**config.mk**
```make
export PLATFORM = sky130hd
export DESIGN_NAME = tcg_front
export DESIGN_NICKNAME = d
export VERILOG_FILES = /design/src/rtl/core/tcg_pkg.sv /design/src/rtl/core/tcg_front.sv
export SDC_FILE = /design/constraint.sdc
export NUM_CORES = 1
export LEC_CHECK = 0
export ABC_AREA = 1
export BUFFER_PORTS_ARGS = -buffer_cell sky130_fd_sc_hd__buf_4
export CORE_ASPECT_RATIO = 1.2
export CORE_MARGIN = 2
export CORE_UTILIZATION = 48
export CTS_CLUSTER_SIZE = 30
export DETAILED_ROUTE_END_ITERATION = 6
export PLACE_DENSITY = 0.82
export SLEW_MARGIN = 20
export SYNTH_ARGS = -nofsm -noshare
export SYNTH_HDL_FRONTEND = slang
export SYNTH_SLANG_ARGS = --single-unit
```
**constraint.sdc**
```tcl
create_clock -name clk -period 4.48 [get_ports clk]
set_input_delay 0.224 -clock clk [delete_from_list [all_inputs] [get_ports clk]]
set_output_delay 0.224 -clock clk [all_outputs]
set_load 0.05 [all_outputs]
```
**src/rtl/core/tcg_pkg.sv**
```systemverilog
// Shared types and constants of the text console grid.
// Used by every module of the console; no dependencies.
package tcg_pkg;

  // Operation codes of an input word
  localparam logic [2:0] OP_PUT   = 3'd0;
  localparam logic [2:0] OP_READ  = 3'd1;
  localparam logic [2:0] OP_VIEW  = 3'd2;
  localparam logic [2:0] OP_MOVE  = 3'd3;
  localparam logic [2:0] OP_ERASE = 3'd4;
  localparam logic [2:0] OP_CLEAR = 3'd5;

  // Configuration register indexes
  localparam logic [2:0] REG_COLS = 3'd0;
  localparam logic [2:0] REG_ROWS = 3'd1;
  localparam logic [2:0] REG_FG   = 3'd2;
  localparam logic [2:0] REG_BG   = 3'd3;

  localparam logic [15:0] BLANK_CHAR = 16'h0020;
  localparam logic [15:0] QMARK_CHAR = 16'h003F;
  localparam logic [7:0]  BASE_ATTR  = 8'h70;
  localparam logic [23:0] CELL_BLANK = {BLANK_CHAR, BASE_ATTR};

  // Classified command handed from front to back
  typedef enum logic [3:0] {
    C_NOP, C_CHAR, C_LF, C_CR, C_BS, C_TAB, C_READ, C_VIEW, C_MOVE, C_ERASE, C_CLEAR
  } cmd_kind_t;

  typedef struct packed {
    cmd_kind_t          kind;
    logic [15:0]        cp;
    logic [5:0]         row;
    logic [6:0]         col;
    logic signed [10:0] delta;
  } cmd_t;

  // Geometry and colour seen by the back end
  typedef struct packed {
    logic [7:0] cols;
    logic [6:0] rows;
    logic [7:0] attr;
    logic       clamp;
  } geom_t;

  typedef struct packed {
    logic [15:0] chr;
    logic [7:0]  attr;
    logic [5:0]  row;
    logic [6:0]  col;
    logic [8:0]  view;
  } result_t;

endpackage

```
**src/rtl/core/tcg_front.sv**
```systemverilog
// Front end: UTF-8 assembly and classification of input words into commands.
// Depends on tcg_pkg.
module tcg_front (
  input  logic                clk,
  input  logic                rst_n,
  input  logic                acc_i,
  input  logic [2:0]          operation_i,
  input  logic [7:0]          text_byte_i,
  input  logic [5:0]          row_index_i,
  input  logic [6:0]          column_index_i,
  input  logic signed [10:0]  view_delta_i,
  output tcg_pkg::cmd_t       cmd_o
);

  logic [31:0] pend_r, pend_nxt;
  logic [2:0]  pcnt_r, pcnt_nxt;
  logic [7:0]  lead;
  logic [2:0]  need;
  logic [20:0] cp21;
  logic        fresh;

  // Assemble sequences and classify the word
  always_comb begin
    pend_nxt    = pend_r;
    pcnt_nxt    = pcnt_r;
    fresh       = 1'b0;
    lead        = 8'h00;
    need        = 3'd4;
    cp21        = '0;
    cmd_o.kind  = tcg_pkg::C_NOP;
    cmd_o.cp    = {8'h00, text_byte_i};
    cmd_o.row   = row_index_i;
    cmd_o.col   = column_index_i;
    cmd_o.delta = view_delta_i;
    unique case (operation_i)
      tcg_pkg::OP_PUT: begin
        fresh = 1'b1;
        if (pcnt_r != 3'd0) begin
          if (text_byte_i[7:6] == 2'b10) begin
            fresh = 1'b0;
            if (pcnt_r < 3'd4) begin
              pend_nxt = pend_r | (32'(text_byte_i) << {pcnt_r[1:0], 3'b000});
              pcnt_nxt = pcnt_r + 3'd1;
            end
            lead = pend_nxt[7:0];
            if (lead[7:5] == 3'b110) need = 3'd2;
            else if (lead[7:4] == 4'b1110) need = 3'd3;
            else need = 3'd4;
            if (pcnt_nxt >= need) begin
              if (need == 3'd2) cp21 = {10'd0, lead[4:0], pend_nxt[13:8]};
              else if (need == 3'd3)
                cp21 = {5'd0, lead[3:0], pend_nxt[13:8], pend_nxt[21:16]};
              else cp21 = {lead[2:0], pend_nxt[13:8], pend_nxt[21:16], pend_nxt[29:24]};
              pend_nxt   = '0;
              pcnt_nxt   = 3'd0;
              cmd_o.kind = tcg_pkg::C_CHAR;
              cmd_o.cp   = (cp21[20:16] != 5'd0) ? tcg_pkg::QMARK_CHAR : cp21[15:0];
            end
          end else begin
            pend_nxt = '0;
            pcnt_nxt = 3'd0;
          end
        end
        if (fresh) begin
          if (text_byte_i[7]) begin
            if (text_byte_i[6]) begin
              pend_nxt = 32'(text_byte_i);
              pcnt_nxt = 3'd1;
            end
          end else if (text_byte_i == 8'h0A) cmd_o.kind = tcg_pkg::C_LF;
          else if (text_byte_i == 8'h0D) cmd_o.kind = tcg_pkg::C_CR;
          else if (text_byte_i == 8'h08) cmd_o.kind = tcg_pkg::C_BS;
          else if (text_byte_i == 8'h09) cmd_o.kind = tcg_pkg::C_TAB;
          else cmd_o.kind = tcg_pkg::C_CHAR;
        end
      end
      tcg_pkg::OP_READ:  cmd_o.kind = tcg_pkg::C_READ;
      tcg_pkg::OP_VIEW:  cmd_o.kind = tcg_pkg::C_VIEW;
      tcg_pkg::OP_MOVE:  cmd_o.kind = tcg_pkg::C_MOVE;
      tcg_pkg::OP_ERASE: cmd_o.kind = tcg_pkg::C_ERASE;
      tcg_pkg::OP_CLEAR: cmd_o.kind = tcg_pkg::C_CLEAR;
      default:           cmd_o.kind = tcg_pkg::C_NOP;
    endcase
  end

  // Hold the pending sequence
  always_ff @(posedge clk) begin
    if (!rst_n) begin
      pend_r <= '0;
      pcnt_r <= 3'd0;
    end else if (acc_i) begin
      pend_r <= pend_nxt;
      pcnt_r <= pcnt_nxt;
    end
  end

endmodule

```
-- Word level (Yosys, flattened, before mapping)
Index checks and enable logic that the tools add are counted.
- input port bits: 38
- register bits after elaboration: 35
- word-level logic and storage cells: 71
- equality and inequality tests: 14
- bitwise gates (word level): 1
- $lt $le $gt $ge: 2
- add/sub/neg operators: 1
- reductions and logical operators: 4
- shift-type cells: 1
- multiplexer cells: 46
- operator list (kind ; count):
    $mux 32 ; 10
    $mux 21 ; 6
    $mux 17 ; 3
    $mux 3 ; 16
    $eq 8x4->1 const B ; 4
    $mux 16 ; 2
    $or 32x32->32 ; 1
    $shl 8x5->32 ; 1
    $pmux 4 s6 ; 1
    $mux 4 ; 5
    $eq 3x2->1 const B ; 4
    $eq 3x3->1 const B ; 3
    $reduce_bool 5->1 ; 1
    $eq 4x4->1 const B ; 1
    $add 3x1->3 const B ; 1
    $eq 3x1->1 const B ; 1
    $ge 3x3->1 ; 1
    $logic_not 3->1 ; 1
    $lt 3x3->1 const B ; 1
    $mux 1 ; 3
    $reduce_bool 3->1 ; 1
    $eq 2x2->1 const B ; 1
    $reduce_and 2->1 ; 1

-- Logic depth before layout (Yosys ltp)
- word-level depth: 27
- depth in mapped cells: 18

-- Worst setup path after synthesis
OpenSTA, ideal clock, no wires.
- path type: flip-flop to output port
- from: register pcnt_r[2]
- to: output cmd_o[24] (netlist bit)
- cell stages (with the launch flop): 17
- setup slack: 1.618 ns
- arrival: 2.638 ns
- buffers on the path: 1
- path through: dfxtp_1 -> buf_6 -> nor2_8 -> nand2_2 -> nand2_4 -> inv_2 -> o21ai_4 -> inv_1 -> ha_1 -> o211ai_1 -> nand2_1 -> nand2_2 -> nor2_4 -> inv_2 -> nand2_1 -> inv_1 -> nor2_1
- RTL lines (item ; RTL line ; text):
    start: declaration ; tcg_front.sv:16 ; logic [2:0] pcnt_r, pcnt_nxt;
    start signal: assignment ; tcg_front.sv:93 ; pcnt_r <= pcnt_nxt;
    end: declaration ; tcg_front.sv:12 ; output tcg_pkg::cmd_t cmd_o

==> reports/results.ini <==
[route]
drtAntennaViolNets=0
wl_per_cell_um=15.5
num_vias=2889
wl_um=8160
drt_iter0_markers=287
drt_pass1_iterations=5
viasPerCell=5.49
drc=0

[synthesis]
synth_top_area_share_pct=20.5
syn-num-nets=488
synth_area_per_cell_um2=6.37
synth-edff-count=0
netlist_area_um2=2830
yosys_most_used_dff=dfxtp_1
ys_ff_latch=29
netlist_instances=445
synthTopCellsByArea=dfxtp_1 20%, nand2_1 12%, a21oi_1 7.9%
seq_area_frac_synth_pct=20.5
yosysTopAreaCell=dfxtp_1
async_flop_share_pct=0
synth_cell_types=46
yosys_warnings=0

[cells_and_area]
drive_above_1_share_pct=22.0
fillers=587
final_nets=490
area_growth_pct=4.37
n_antenna_cell=0

[die]
start_util_pct=50.0
die_width_um=74.1
fp-row-count=30
core_um2=5670
io_pins=82
die_area_um2=6540
die_h_um=88.2

[timing]
hold_violations=0
worst_slew_pin_slew_ns=0.693
fin_setup_tns_ns=0
setup_viol=0
rsz0062_at_grt=false
hold_slack_ns=0.253
min_period_over_period_pct=76.4
min_period_ns=3.42
slew_viol_final=0
relSlewSlack_pct=53.8
fin_skew_ns=0.00499
max_freq_mhz=292

[grt]
grt_first_pass_wirelength_um=12800
grt_usage_pct=25.9
overflow=0
grt_max_degree=28
antenna_found_initial=0
grt_pass1_vias=2694

[worst_setup_path]
crit_slowest_cell=dfxtp_1
critPathBufInv=4
crit_family=simple AND/OR/NAND/NOR gates
r2r-start=pcnt_r[0]
r2r_setup_slack_ns=1.21
worstPathCellList=nor2_2 -> a21oi_4 -> nor2_4 -> nand2_8 -> inv_2 -> ha_1 -> o211ai_1 -> nand2_1 -> nand2_2 -> nor2_4 -> inv_2 -> nand2_1 -> inv_1 -> nor2_1 -> buf_4
endpoint_kind=primary output
crit_arrival_ns=3.20
rr_worst_depth=14
cp_max_fo=27
critPathKind=flip-flop to primary output
rr_endpoint=pend_r[6]
critical_path_required_ns=4.26
critical_path.startpoint_type=flip-flop
cpPeakStageDelay_ns=0.70

[hold_path]
min_from=rst_n
hold_path_depth=3
min_to=pend_r[24]
hold_class=primary input to flip-flop

[cts]
cts_tree=done
clock-root-buffer=clkbuf_8
cts_buffers=5
cts_setup_buffers=0
clock-sinks=29
cts_resized=0
h-tree-depth=2
insertion_delay_ns=0.28
ctsHoldBuffers=0
cts_buffer_depth=2
path_clk_slew_ns=0.07

[placement]
io_buffers=33
hpwl_um=6190
globalplace.congestion=1.05

[job]
drv_cap=0

[power_and_ir_drop]
power.leakage_uw=0.00144
irDropWorstVdd_mv=0.154
total_power_uw=594
powerDensity_nw_per_um2=201

[status]
status=complete, no violations

==> cell usage after synthesis (2+ instances only) <==
master	n
nor2_1	51
nor4_1	6
ha_1	5
a22oi_1	3
buf_6	5
nand2_4	11
dfxtp_1	29
nand2_1	90
nand3_1	12
nor3_1	3
a31oi_1	4
buf_4	26
a21oi_1	45
inv_2	9
nand4_1	3
o21ai_1	2
o22ai_1	2
nand3_2	3
o211ai_1	4
inv_1	60
nand2_2	11
a211oi_1	4
clkbuf_1	3
or2_2	3
a21oi_2	3
nor2_4	3
o221ai_1	3
o21ai_0	15
buf_2	3
nor2_2	8
==> sequential cells by signal, summed over array words and instances (netlist names) <==
name,count
pcnt_r,3
pend_r,26
==> layout make-up <==
cell class / count / area, um^2 / share of cell area (%)
Clock inverter: 1 / 5.00 / 0.169
Sequential cell: 29 / 581 / 19.6
Tap cell: 80 / 100 / 3.38
Timing Repair Buffer: 33 / 248 / 8.38
Multi-Input combinational cell: 307 / 1680 / 56.6
Inverter: 71 / 280 / 9.48
Clock buffer: 5 / 68.8 / 2.33
==> cell families after synthesis <==
| kind of cell | synth area share [%] |
|---|---|
| XOR/XNOR | 0.309 |
| AND/OR/NAND/NOR | 37.0 |
| AO/OA/AOI/OAI | 19.6 |
| adder cells (fa/ha/maj) | 2.21 |
| buffers and inverters | 20.4 |
| flip-flops | 20.5 |
==> worst max-delay path by stage <==
stage          depth (start not counted)  slack [ns]       from         to
2_1_floorplan                         16        1.62  pcnt_r[2]  cmd_o[24]
3_3_place_gp                          13        1.45  pcnt_r[0]  pend_r[8]
3_5_place_dp                          14        1.31  pcnt_r[0]  pend_r[6]
4_1_cts                               15        1.11  pcnt_r[0]  cmd_o[28]
5_1_grt                               17        0.82  pcnt_r[0]  cmd_o[28]
6_report                              15        1.06  pcnt_r[0]  cmd_o[28]
==> worst min-delay path: stages <==
cell,delay [ns]
buf_4,0.16
nand2_1,0.07
a211oi_1,0.04
==> metal layers <==
metal	vias to the layer above	wire length, um	track usage [%]	part of all wire, %
met2	141	3840	43.0	47
li1	1404	-	-	-
met4	0	490	14.9	6.0
met5	-	0	0	0
met3	36	580	4.03	7.1
met1	1308	3250	31.5	40
==> power breakdown <==
group	leakage [uW]	switching, uW	internal, uW	total (uW)
clock network	0.0000399	103	102	205
logic	0.00116	90.9	38.5	129
registers	0.000234	1.01	259	260
==> layout by cell type, fill, tap and decap left out, drive strengths merged <==
cell,netlist,final
buf,35,33
nand3,15,15
o21ai,19,19
nand2,113,113
nand4,3,3
ha,5,5
a31oi,4,4
or2,4,4
nor3,4,4
a21boi,1,1
clkinv,2,3
nor4,6,6
a211oi,4,4
o221ai,3,3
inv,69,69
o21a,1,1
o211ai,4,4
o22ai,2,2
o31ai,1,1
nand3b,1,1
o21bai,1,1
clkbuf,3,5
a21oi,49,49
nor2,63,63
a22oi,3,3
xor2,1,1
dfxtp,29,29
==> through the flow <==
step | utilization (%) | setup slack [ns] | instance area, um^2 | cells
finish | 52.2 | 1.06 | 2960 | 526
global route | 52.2 | 0.822 | 2960 | 526
CTS | 52.2 | 1.11 | 2960 | 526
detailed placement | 50.9 | 1.31 | 2880 | 520
global placement | 50.9 | 1.45 | 2880 | 520
floorplan | - | 1.62 | 2830 | 445
Power figures use the tool's default switching activity.
