`config.mk`:
```
export PLATFORM = sky130hd
export DESIGN_NAME = tcg_queue
export DESIGN_NICKNAME = d
export VERILOG_FILES = /design/src/rtl/core/tcg_pkg.sv /design/src/rtl/core/tcg_queue.sv
export SDC_FILE = /design/constraint.sdc
export NUM_CORES = 1
export LEC_CHECK = 0
export BUFFER_PORTS_ARGS = -buffer_cell sky130_fd_sc_hd__buf_2
export CAP_MARGIN = 40
export CELL_PAD_IN_SITES_DETAIL_PLACEMENT = 0
export CELL_PAD_IN_SITES_GLOBAL_PLACEMENT = 1
export CORE_ASPECT_RATIO = 1.4
export CORE_MARGIN = 3
export CORE_UTILIZATION = 40
export CTS_BUF_LIST = sky130_fd_sc_hd__clkbuf_16
export CTS_CLUSTER_DIAMETER = 150
export DETAILED_ROUTE_END_ITERATION = 8
export PLACE_DENSITY = 0.82
export SLEW_MARGIN = 20
export SYNTH_ARGS = -nofsm -noshare
export SYNTH_HDL_FRONTEND = slang
export SYNTH_SLANG_ARGS = --single-unit
```
`constraint.sdc`:
```
create_clock -name clk -period 2.55 [get_ports clk]
set_input_delay 0.255 -clock clk [delete_from_list [all_inputs] [get_ports clk]]
set_output_delay 0.255 -clock clk [all_outputs]
set_load 0.02 [all_outputs]
```
`src/rtl/core/tcg_pkg.sv`:
```
// Shared types and constants of the text console grid.
// Used by every module of the console; no dependencies.
package tcg_pkg;

  // Operation codes of an input word
  localparam logic [2:0] OP_PUT   = 3'd0;
  localparam logic [2:0] OP_READ  = 3'd1;
  localparam logic [2:0] OP_VIEW  = 3'd2;
  localparam logic [2:0] OP_MOVE  = 3'd3;
  localparam logic [2:0] OP_ERASE = 3'd4;
  localparam logic [2:0] OP_CLEAR = 3'd5;

  // Configuration register indexes
  localparam logic [2:0] REG_COLS = 3'd0;
  localparam logic [2:0] REG_ROWS = 3'd1;
  localparam logic [2:0] REG_FG   = 3'd2;
  localparam logic [2:0] REG_BG   = 3'd3;

  localparam logic [15:0] BLANK_CHAR = 16'h0020;
  localparam logic [15:0] QMARK_CHAR = 16'h003F;
  localparam logic [7:0]  BASE_ATTR  = 8'h70;
  localparam logic [23:0] CELL_BLANK = {BLANK_CHAR, BASE_ATTR};

  // Classified command handed from front to back
  typedef enum logic [3:0] {
    C_NOP, C_CHAR, C_LF, C_CR, C_BS, C_TAB, C_READ, C_VIEW, C_MOVE, C_ERASE, C_CLEAR
  } cmd_kind_t;

  typedef struct packed {
    cmd_kind_t          kind;
    logic [15:0]        cp;
    logic [5:0]         row;
    logic [6:0]         col;
    logic signed [10:0] delta;
  } cmd_t;

  // Geometry and colour seen by the back end
  typedef struct packed {
    logic [7:0] cols;
    logic [6:0] rows;
    logic [7:0] attr;
    logic       clamp;
  } geom_t;

  typedef struct packed {
    logic [15:0] chr;
    logic [7:0]  attr;
    logic [5:0]  row;
    logic [6:0]  col;
    logic [8:0]  view;
  } result_t;

endpackage

```
`src/rtl/core/tcg_queue.sv`:
```
// Two-entry command queue between front and back end.
// Depends on tcg_pkg.
module tcg_queue (
  input  logic          clk,
  input  logic          rst_n,
  input  logic          push_i,
  input  tcg_pkg::cmd_t data_i,
  input  logic          pop_i,
  output tcg_pkg::cmd_t data_o,
  output logic          vld_o,
  output logic          full_o
);

  tcg_pkg::cmd_t mem_r [2];
  logic          wp_r, rp_r;
  logic [1:0]    cnt_r;

  assign data_o = mem_r[rp_r];
  assign vld_o  = (cnt_r != 2'd0);
  assign full_o = (cnt_r == 2'd2);

  // Store pushed words
  always_ff @(posedge clk) begin
    if (push_i) mem_r[wp_r] <= data_i;
  end

  // Advance pointers
  always_ff @(posedge clk) begin
    if (!rst_n) begin
      wp_r  <= 1'b0;
      rp_r  <= 1'b0;
      cnt_r <= 2'd0;
    end else begin
      if (push_i) wp_r <= ~wp_r;
      if (pop_i)  rp_r <= ~rp_r;
      cnt_r <= cnt_r + 2'(push_i) - 2'(pop_i);
    end
  end

endmodule

```
* Word-level counts from Yosys, hierarchy flattened
Memories as Yosys holds them, arrays and structs flattened. A register that Yosys moved wholly into a read port is not among the register bits. Index checks and enable logic that the tools add are counted.
Storage, ports and cells: bits of input ports 48, memories kept 1, word-level logic and storage cells 14, bits in registers 4, bits in writable memories 88
Operators by class: add/subtract/negate cells 2, bitwise operators 2, multiplexer cells 4, reduce and logical (&&, ||, !) cells 1, equality and inequality tests 1
Memory list:
- mem_r | depth 2, bits a word 44, rd ports 1, clocked after memory_dff 1, wr ports 1, line tcg_queue.sv:14 | tcg_pkg::cmd_t mem_r [2];
Operator list (number):
- $mux 1 | 4
- $add 2x1->2 | 1
- $eq 2x2->1 const B | 1
- $not 1->1 | 2
- $reduce_bool 2->1 | 1
- $sub 2x1->2 | 1

* Logic depth before layout (Yosys ltp)
Gate-level depths: netlist (run 1).
depth after elaboration 3, gate-level depth with buffers 6

* Worst setup path after synthesis (run 1)
OpenSTA, ideal clock, no wires.
path type register -> register, start register wp_r, end memory mem_r[0][0] (netlist name) (enable), data arrival time 2300 ps, path buffers 0, stages on the path, launching flop included 2, slack -202 ps, data required time 2098 ps, cells stage by stage dfxtp_1 > nor2b_1
RTL lines:
- start, declared | line tcg_queue.sv:15 | logic wp_r, rp_r;
- start signal, assigned | line tcg_queue.sv:34 | if (push_i) wp_r <= ~wp_r;
- end, declared | line tcg_queue.sv:14
No word-level cell before the write port.

==> impl_metrics.toml, run 1 <==
[clock_network]
cts_tree = "yes"
worstSkewPairLatency_ps = 330
ctsResizeCount = 0
cts_root_buffer = "clkbuf_16"
cts_sinks = 93
cts_made_buffers = 9
hold_buffers = 0
post-cts-setup-buffer-count = 0
path_clk_slew_ps = 60
clk_path_buf_depth = 2
h-tree-depth = 3

[run_status]
outcome = "finished, final reports clean"

[grt]
grt_max_degree = 45
grt_pass1_vias = 1798
grt_overflow = 0
antenna_found_initial = 0
grt_pass1_wl_um = 8700
grtUsageTotal = 0.115

[logic_synthesis]
synth_compound_area_frac = 0.00208
synthDominantCellAreaShare = 0.733
synth.most_common_cell = "edfxtp_1"
synth_mux_area_frac = 0.179
ys_ff_latch = 93
synth_edf_count = 88
synth_flop_cell = "edfxtp_1"
netlist_top_cells_count = "88 x edfxtp_1, 40 x mux2_4, 5 x dfxtp_1"
synth_area_leader_cell = "edfxtp_1"
synth.area.top_cells = "edfxtp_1 73%, mux2_4 17%, dfxtp_1 2.8%"
synth_fa_ha_area_frac = 0.00694
synthesis.instances = 158
synth_simple_gate_area_frac = 0.0156
yosysWarnings = 0
syn_avg_cell_area_um2 = 22.8
seq_area_frac_synth = 0.760
syn-num-nets = 208
async_flop_share = 0
synth_cell_types = 14
yosys.area_share.xor_xnor = 0.00867
synth_top_family_by_area = "multiplexers"
synth_area_mm2 = 0.00361

[sta]
rsz0062_at_grt = "false"
timing.hold.ws_ps = 112
setup_tns_ps = 0
finClkSkew_ps = 3.55
timing.final.max_slew_violations = 0
period_share = 0.777
setup_viol = 0
layout_min_cycle_time_ps = 1980
worst_pin_slew_ps = 715
slew-limit-headroom = 0.522
hold_viol = 0
fmaxAchievable_ghz = 0.505

[floorplan]
die_w_um = 86.3
core-area_mm2 = 0.00871
rows = 40
die_y_um = 118
start_util = 0.414
die_area_mm2 = 0.0102
ios = 94

[pwr]
irDropWorstVdd_v = 0.000462
p_leak_nw = 1.81
powerDensity_mw_per_mm2 = 801

[setup_path]
cp_data_required_time_ps = 2300
cp-start-kind = "flop"
reg2reg_slack_ps = 1060
worstSetupEndpointType = "output port"
r2r_start = "wp_r$_SDFFE_PN0P_"
r2r_end = "mem_r[0][30]$_DFFE_PP_"
crit_path_max_incr_delay_ps = 640
rr_worst_depth = 2
worstPathCellList = "buf_12 > mux2_2 > buf_2"
crit_path_top_delay_cell = "dfxtp_2"
cp_max_fo = 15
critPathArrivalTime_ps = 1730
path_class = "flop to output port"

[final_layout]
drive_gt1_frac = 0.594
final_util = 0.518
diodes = 0
area_growth_pct = 25.0
fin_nets = 311
finalNonFillerCells = 371
fillers = 735
final_area_mm2 = 0.00451

[detailed_routing]
drc = 0
wl_per_cell_um = 14.6
avgViaCountPerCell = 4.58
vias = 1699
drtIter0Drc = 69
drt-total-wl_um = 5410
ant_nets = 0
drt_first_pass_iters = 3

[hold_path]
min_path_type = "input pin to flop"
hp-start = "data_i[31]"
hold_depth = 1
hold_end = "mem_r[1][31]$_DFFE_PP_"

[placed_design]
port_buffers = 93
place_inst = 355
place_area_mm2 = 0.00420
place_congestion = 0.649
dp_hpwl_um = 3650

[run]
maxCapViolCount = 0
-- state kept, by name, indices dropped and copies added, names as in the netlist, named ones only --
register	cells
cnt_r	2
rp_r	1
wp_r	1
mem_r	88
-- final cells by class --
class | instances | area (µm²) | area share
well taps | 105 | 131 | 0.0291
inverters | 2 | 7.51 | 0.00166
clock inverters | 7 | 81.3 | 0.0180
repair buffers | 97 | 546 | 0.121
flip-flops and latches | 93 | 2740 | 0.608
multi-input cells | 58 | 774 | 0.172
clock buffers | 9 | 225 | 0.0499
-- layout by cell type, fill, tap and decap left out, drive strengths merged, types with 2 or more instances in the layout --
| cell type | count |
|---|---|
| clkinv | 4 |
| clkbuf | 9 |
| edfxtp | 88 |
| inv | 3 |
| and2 | 4 |
| ha | 2 |
| nor2b | 4 |
| bufinv | 2 |
| buf | 97 |
| mux2 | 44 |
| dfxtp | 5 |
-- metal layers --
layer | part of all wire | up-vias | GRT usage
met5 | 0 | - | 0
met4 | 0.030 | 0 | 0.0692
met3 | 0.064 | 14 | 0.0384
met2 | 0.53 | 61 | 0.189
met1 | 0.37 | 809 | 0.126
li1 | - | 815 | -
-- logic make-up (layout without fill, tap and decap cells) --
family,count (synthesis),count (layout)
mux,44,44
buf+inv,7,115
flops,93,93
simple gates,9,9
fa+ha+maj,2,2
xor+xnor,2,2
compound gates,1,1
-- through the flow --
step,power [mW],setup WS (ps)
6_report,3.61,569
5_1_grt,3.77,463
4_1_cts,3.66,527
3_5_place_dp,2.32,897
3_3_place_gp,2.31,904
2_1_floorplan,2.17,647
-- critical path, delay by kind of cell (launching register included) --
kind	cells	cell delay, ps
multiplexers	1	340
flip-flops	1	640
buffers and inverters	2	400
-- worst max-delay path by stage --
stage                            from                     to  slack (ps)  depth (start not counted)
finish                           flop              data_o[2]         570                          3
CTS                              flop              data_o[2]         530                          3
floorplan           wp_r$_SDFFE_PN0P_  mem_r[0][0]$_DFFE_PP_         650                          1
detailed placement               flop              data_o[2]         900                          3
global route                     flop              data_o[2]         460                          3
global placement                 flop              data_o[2]         900                          3
-- power by group --
| group | internal [mW] | leakage (nW) | total [mW] | switching [mW] |
|---|---|---|---|---|
| clock network | 0.843 | 0.155 | 1.33 | 0.491 |
| registers | 1.76 | 0.868 | 1.80 | 0.0364 |
| logic | 0.237 | 0.791 | 0.477 | 0.240 |
No activity file was read; power rests on OpenSTA's default activity.
==> inputs of run 2 (changes only) <==
Clock period 2.55 ns to 1.6 ns, I/O delays scaled along.
==> run 2 against run 1 <==
  * Setup slack got worse by 560 ps
  * Final cell count rose by 2.7%
  * Worst hold slack got worse by 99 ps
  * Routed wire length rose by 11%
  * Sequential share of layout area fell by 2.0 points
  * Combinational power rose by 83%
  * Largest cell class unchanged
  * Global-route usage rose by 0.88 points
  * First-iteration DRC count rose by 33%
  * Largest power group unchanged
  * Register-to-register slack got worse by 680 ps
  * Critical path type unchanged
  * Design area rose by 3.5%
  * Clock power rose by 36%
  * Highest routed layer unchanged
==> impl_metrics.toml, run 2 (synthesis results as in run 1) <==
[setup_path]
cp_data_required_time_ps = 1440
crit_path_top_delay_cell = "dfxtp_4"
worstSetupEndpointType = "output port"
critPathArrivalTime_ps = 1430
cp_max_fo = 9
cp-start-kind = "flop"
worstPathCellList = "clkbuf_16 > mux2_4 > buf_2"
path_class = "flop to output port"
crit_path_max_incr_delay_ps = 430
r2r_start = "wp_r$_SDFFE_PN0P_"

[detailed_routing]
drc = 0
drt_first_pass_iters = 4
drtIter0Drc = 92
drt-total-wl_um = 6030
vias = 1777
avgViaCountPerCell = 4.66
wl_per_cell_um = 15.8
ant_nets = 0

[final_layout]
area_growth_pct = 29.3
diodes = 0
fillers = 727
finalNonFillerCells = 381
fin_nets = 321
final_cell_mix = "88 x edfxtp_1, 79 x buf_2, 40 x mux2_4"
reg.largest.list = "mem_r (88), cnt_r (2)"
layout_commonest_cell = "edfxtp_1"
largest_reg_flops = 88
largest-register = "mem_r"
final_area_mm2 = 0.00467
drive_gt1_frac = 0.591

[floorplan]
start_util = 0.414
die_area_mm2 = 0.0102
die_y_um = 118
die_w_um = 86.3
ios = 94
rows = 40
core-area_mm2 = 0.00871

[clock_network]
worstSkewPairLatency_ps = 330
cts_made_buffers = 9
cts_tree = "yes"
path_clk_slew_ps = 60
h-tree-depth = 3
post-cts-setup-buffer-count = 0
clk_path_buf_depth = 2
cts_root_buffer = "clkbuf_16"
cts_sinks = 93

[pwr]
irDropWorstVdd_v = 0.000732
p_switching_mw = 1.26
seqPwrFrac = 0.516
swShare = 0.227
powerDensity_mw_per_mm2 = 1190
pwr-share-comb = 0.157
p_leak_nw = 1.88
p_clk_frac = 0.327
p_int_mw = 4.29
power.total_mw = 5.55

[grt]
grt_overflow = 0
grt_pass1_wl_um = 9320
grt_max_degree = 32
antenna_found_initial = 0
grtUsageTotal = 0.124
grt_pass1_vias = 1869

[sta]
period_share = 0.993
timing.final.max_slew_violations = 0
rsz0062_at_grt = "true"
fmaxAchievable_ghz = 0.629
slew-limit-headroom = 0.706
layout_min_cycle_time_ps = 1590
finClkSkew_ps = 4.13
setup_viol = 0
hold_viol = 0
worst_pin_slew_ps = 441

[hold_path]
hp-start = "data_i[29]"
min_path_type = "input pin to flop"

[placed_design]
place_inst = 357
place_area_mm2 = 0.00419
dp_hpwl_um = 3830
place_congestion = 0.644
port_buffers = 93

[run_status]
outcome = "finished, final reports clean"

[run]
maxCapViolCount = 0
run 2: cell type report:
cell class                      count  area, µm²  share of cell area
Sequential cell                    93       2750               0.589
Multi-Input combinational cell     58        774               0.166
Timing Repair Buffer              107        747               0.160
Clock buffer                        9        225              0.0483
Tap cell                          105        131              0.0282
Clock inverter                      7       33.8             0.00724
Inverter                            2       7.51             0.00161
run 2: repair_timing:
action,in CTS,in global routing
hold buffers,4,1
endpoints found under the setup margin,38,31
endpoints found under the hold margin,8,2
resized for setup,2,27
cloned,1,2
run 2: routing by layer:
metal | global-route usage | share of wire
met5 | 0 | 0
met4 | 0.0741 | 0.025
met3 | 0.0384 | 0.057
met2 | 0.207 | 0.54
met1 | 0.135 | 0.38
run 2: power groups by stage:
stage	sequential [mW]	clock [mW]	combinational, mW
floorplan	2.89	0	0.573
global placement	2.90	0	0.777
detailed placement	2.91	0	0.786
CTS	2.86	1.88	0.813
global route	2.87	1.99	0.932
finish	2.86	1.81	0.873
run 2: path summary, 6_finish.rpt:
check | slack [ps] | end | cells past startpoint
worst min-delay path | 10 | mem_r[1][29]$_DFFE_PP_ | 1
worst min register to register | 580 | flop | 2
worst max register to register | 380 | mem_r[0][20]$_DFFE_PP_ | 2
worst max-delay path | 10 | data_o[27] | 3
run 2: per-stage QoR:
stage / setup WS, ps / TNS (ps) / hold slack, ps / util
global placement: 278 / 0 / 348 / 0.481
floorplan: 184 / 0 / 259 / -
detailed placement: 270 / 0 / 352 / 0.481
finish: 11.4 / 0 / 13.1 / 0.536
global route: -34.2 / -444 / 4.21 / 0.536
CTS: -15.5 / -46.1 / 0.0157 / 0.519
run 2: worst max-delay path, delay by kind of cell, from the launching register on:
kind / cells / cell delay, ps
buffers and inverters: 2 / 360
flip-flops: 1 / 430
multiplexers: 1 / 300
==> inputs of run 3 (changes only) <==
Settings changed: CELL_PAD_IN_SITES_DETAIL_PLACEMENT 0 to not set, CELL_PAD_IN_SITES_GLOBAL_PLACEMENT 1 to not set, CORE_UTILIZATION 40 to 47.
==> run 3 against run 2 <==
  * Design area increased by 0.30%
  * Combinational power decreased by 2%
  * Core utilization increased by 9.6 points
  * Die area decreased by 14%
  * Fmax decreased by 0.27%
  * Via count increased by 2.2%
==> impl_metrics.toml, run 3 (synthesis results as in run 1) <==
[detailed_routing]
drtIter0Drc = 82
drt_first_pass_iters = 4
drt-total-wl_um = 5990
vias = 1816
ant_nets = 0
avgViaCountPerCell = 4.83
wl_per_cell_um = 15.9
drc = 0

[run_status]
outcome = "finished, final reports clean"

[clock_network]
clk_path_buf_depth = 2
cts_sinks = 93
path_clk_slew_ps = 60
h-tree-depth = 3
cts_made_buffers = 9
cts_tree = "yes"
worstSkewPairLatency_ps = 330
post-cts-setup-buffer-count = 0
cts_root_buffer = "clkbuf_16"

[pwr]
power.total_mw = 5.65
p_clk_frac = 0.342
swShare = 0.218
p_switching_mw = 1.23
p_int_mw = 4.42
pwr-share-comb = 0.152
irDropWorstVdd_v = 0.000722
powerDensity_mw_per_mm2 = 1210
seqPwrFrac = 0.506
p_leak_nw = 1.88

[final_layout]
fillers = 539
final_area_mm2 = 0.00468
final_util = 0.632
layout_commonest_cell = "edfxtp_1"
ff_latch_area_mm2 = 0.00275
reg.largest.list = "mem_r (88), cnt_r (2)"
drive_gt1_frac = 0.566
final_cell_mix = "88 x edfxtp_1, 83 x buf_2, 40 x mux2_4"
largest-register = "mem_r"
fin_nets = 327
area_growth_pct = 29.7
multi_input_area_um2 = 774
diodes = 0
largest_reg_flops = 88

[sta]
setup_viol = 0
finClkSkew_ps = 4.67
fmaxAchievable_ghz = 0.628
timing.final.max_slew_violations = 0
layout_min_cycle_time_ps = 1590
period_share = 0.996
worst_pin_slew_ps = 346
slew-limit-headroom = 0.769
rsz0062_at_grt = "true"
timing.hold.ws_ps = 14.6
hold_viol = 0

[grt]
grt_overflow = 0
grt_pass1_wl_um = 8970
grt_pass1_vias = 1877
antenna_found_initial = 1
grt_max_degree = 46
grtUsageTotal = 0.144

[placed_design]
port_buffers = 93
dp_hpwl_um = 3860
place_area_mm2 = 0.00418
place_congestion = 0.666

[floorplan]
rows = 37
die_y_um = 110
die_w_um = 80.0
start_util = 0.487
core-area_mm2 = 0.00741
die_area_mm2 = 0.00878
ios = 94

[setup_path]
cp_data_required_time_ps = 1440
reg2reg_slack_ps = 350
cp-start-kind = "flop"
path_class = "flop to output port"
worstSetupEndpointType = "output port"
rr_worst_depth = 6
cp_max_fo = 16
critPathArrivalTime_ps = 1430

[hold_path]
min_path_type = "input pin to flop"
hold_depth = 1

[run]
maxCapViolCount = 0
## run 3: worst max-delay path, stage by stage (launching register included)
cell     delay (ps)
dfxtp_4         400
buf_12          190
mux2_2          340
buf_2           160
## run 3: timing repair
action	in CTS	in global routing
endpoints found under the setup margin	33	13
resized for setup	8	15
hold buffers	14	0
gates cloned	1	0
hold endpoints to repair	28	0
## run 3: final cells by class
class,instances,share of cell area
Tap cell,97,0.0259
Sequential cell,93,0.587
Multi-Input combinational cell,58,0.166
Clock buffer,9,0.0481
Timing Repair Buffer,113,0.163
Inverter,2,0.00160
Clock inverter,4,0.00909
## run 3: power by group through the flow
stage	Clock (mW)	Sequential (mW)	Combinational [mW]
5_1_grt	2.06	2.87	0.911
6_report	1.93	2.86	0.857
2_1_floorplan	0	2.89	0.573
3_3_place_gp	0	2.90	0.767
3_5_place_dp	0	2.91	0.786
4_1_cts	1.99	2.86	0.842
## run 3: path summary, 6_finish.rpt
kind,from,end
worst max-delay path,flop,data_o[2]
worst min-delay path,data_i[29],mem_r[0][29]$_DFFE_PP_
worst min register to register,rp_r$_SDFFE_PN0P_,flop
worst max register to register,cnt_r[0]$_SDFF_PN0_,cnt_r[1]$_SDFF_PN0_
## run 3: metal layers
metal | part of all wire | track usage
met1 | 0.36 | 0.153
met2 | 0.54 | 0.246
met3 | 0.060 | 0.0443
met4 | 0.030 | 0.0906
met5 | 0.0022 | 0
## run 3: through the flow
stage | worst slack [ps] | setup TNS, ps | instances
after floorplan | 184 | 0 | 158
after global placement | 333 | 0 | 348
after detailed placement | 320 | 0 | 348
after CTS | -30.4 | -104 | 376
after global routing | -39.1 | -129 | 376
final | 7.03 | 0 | 376
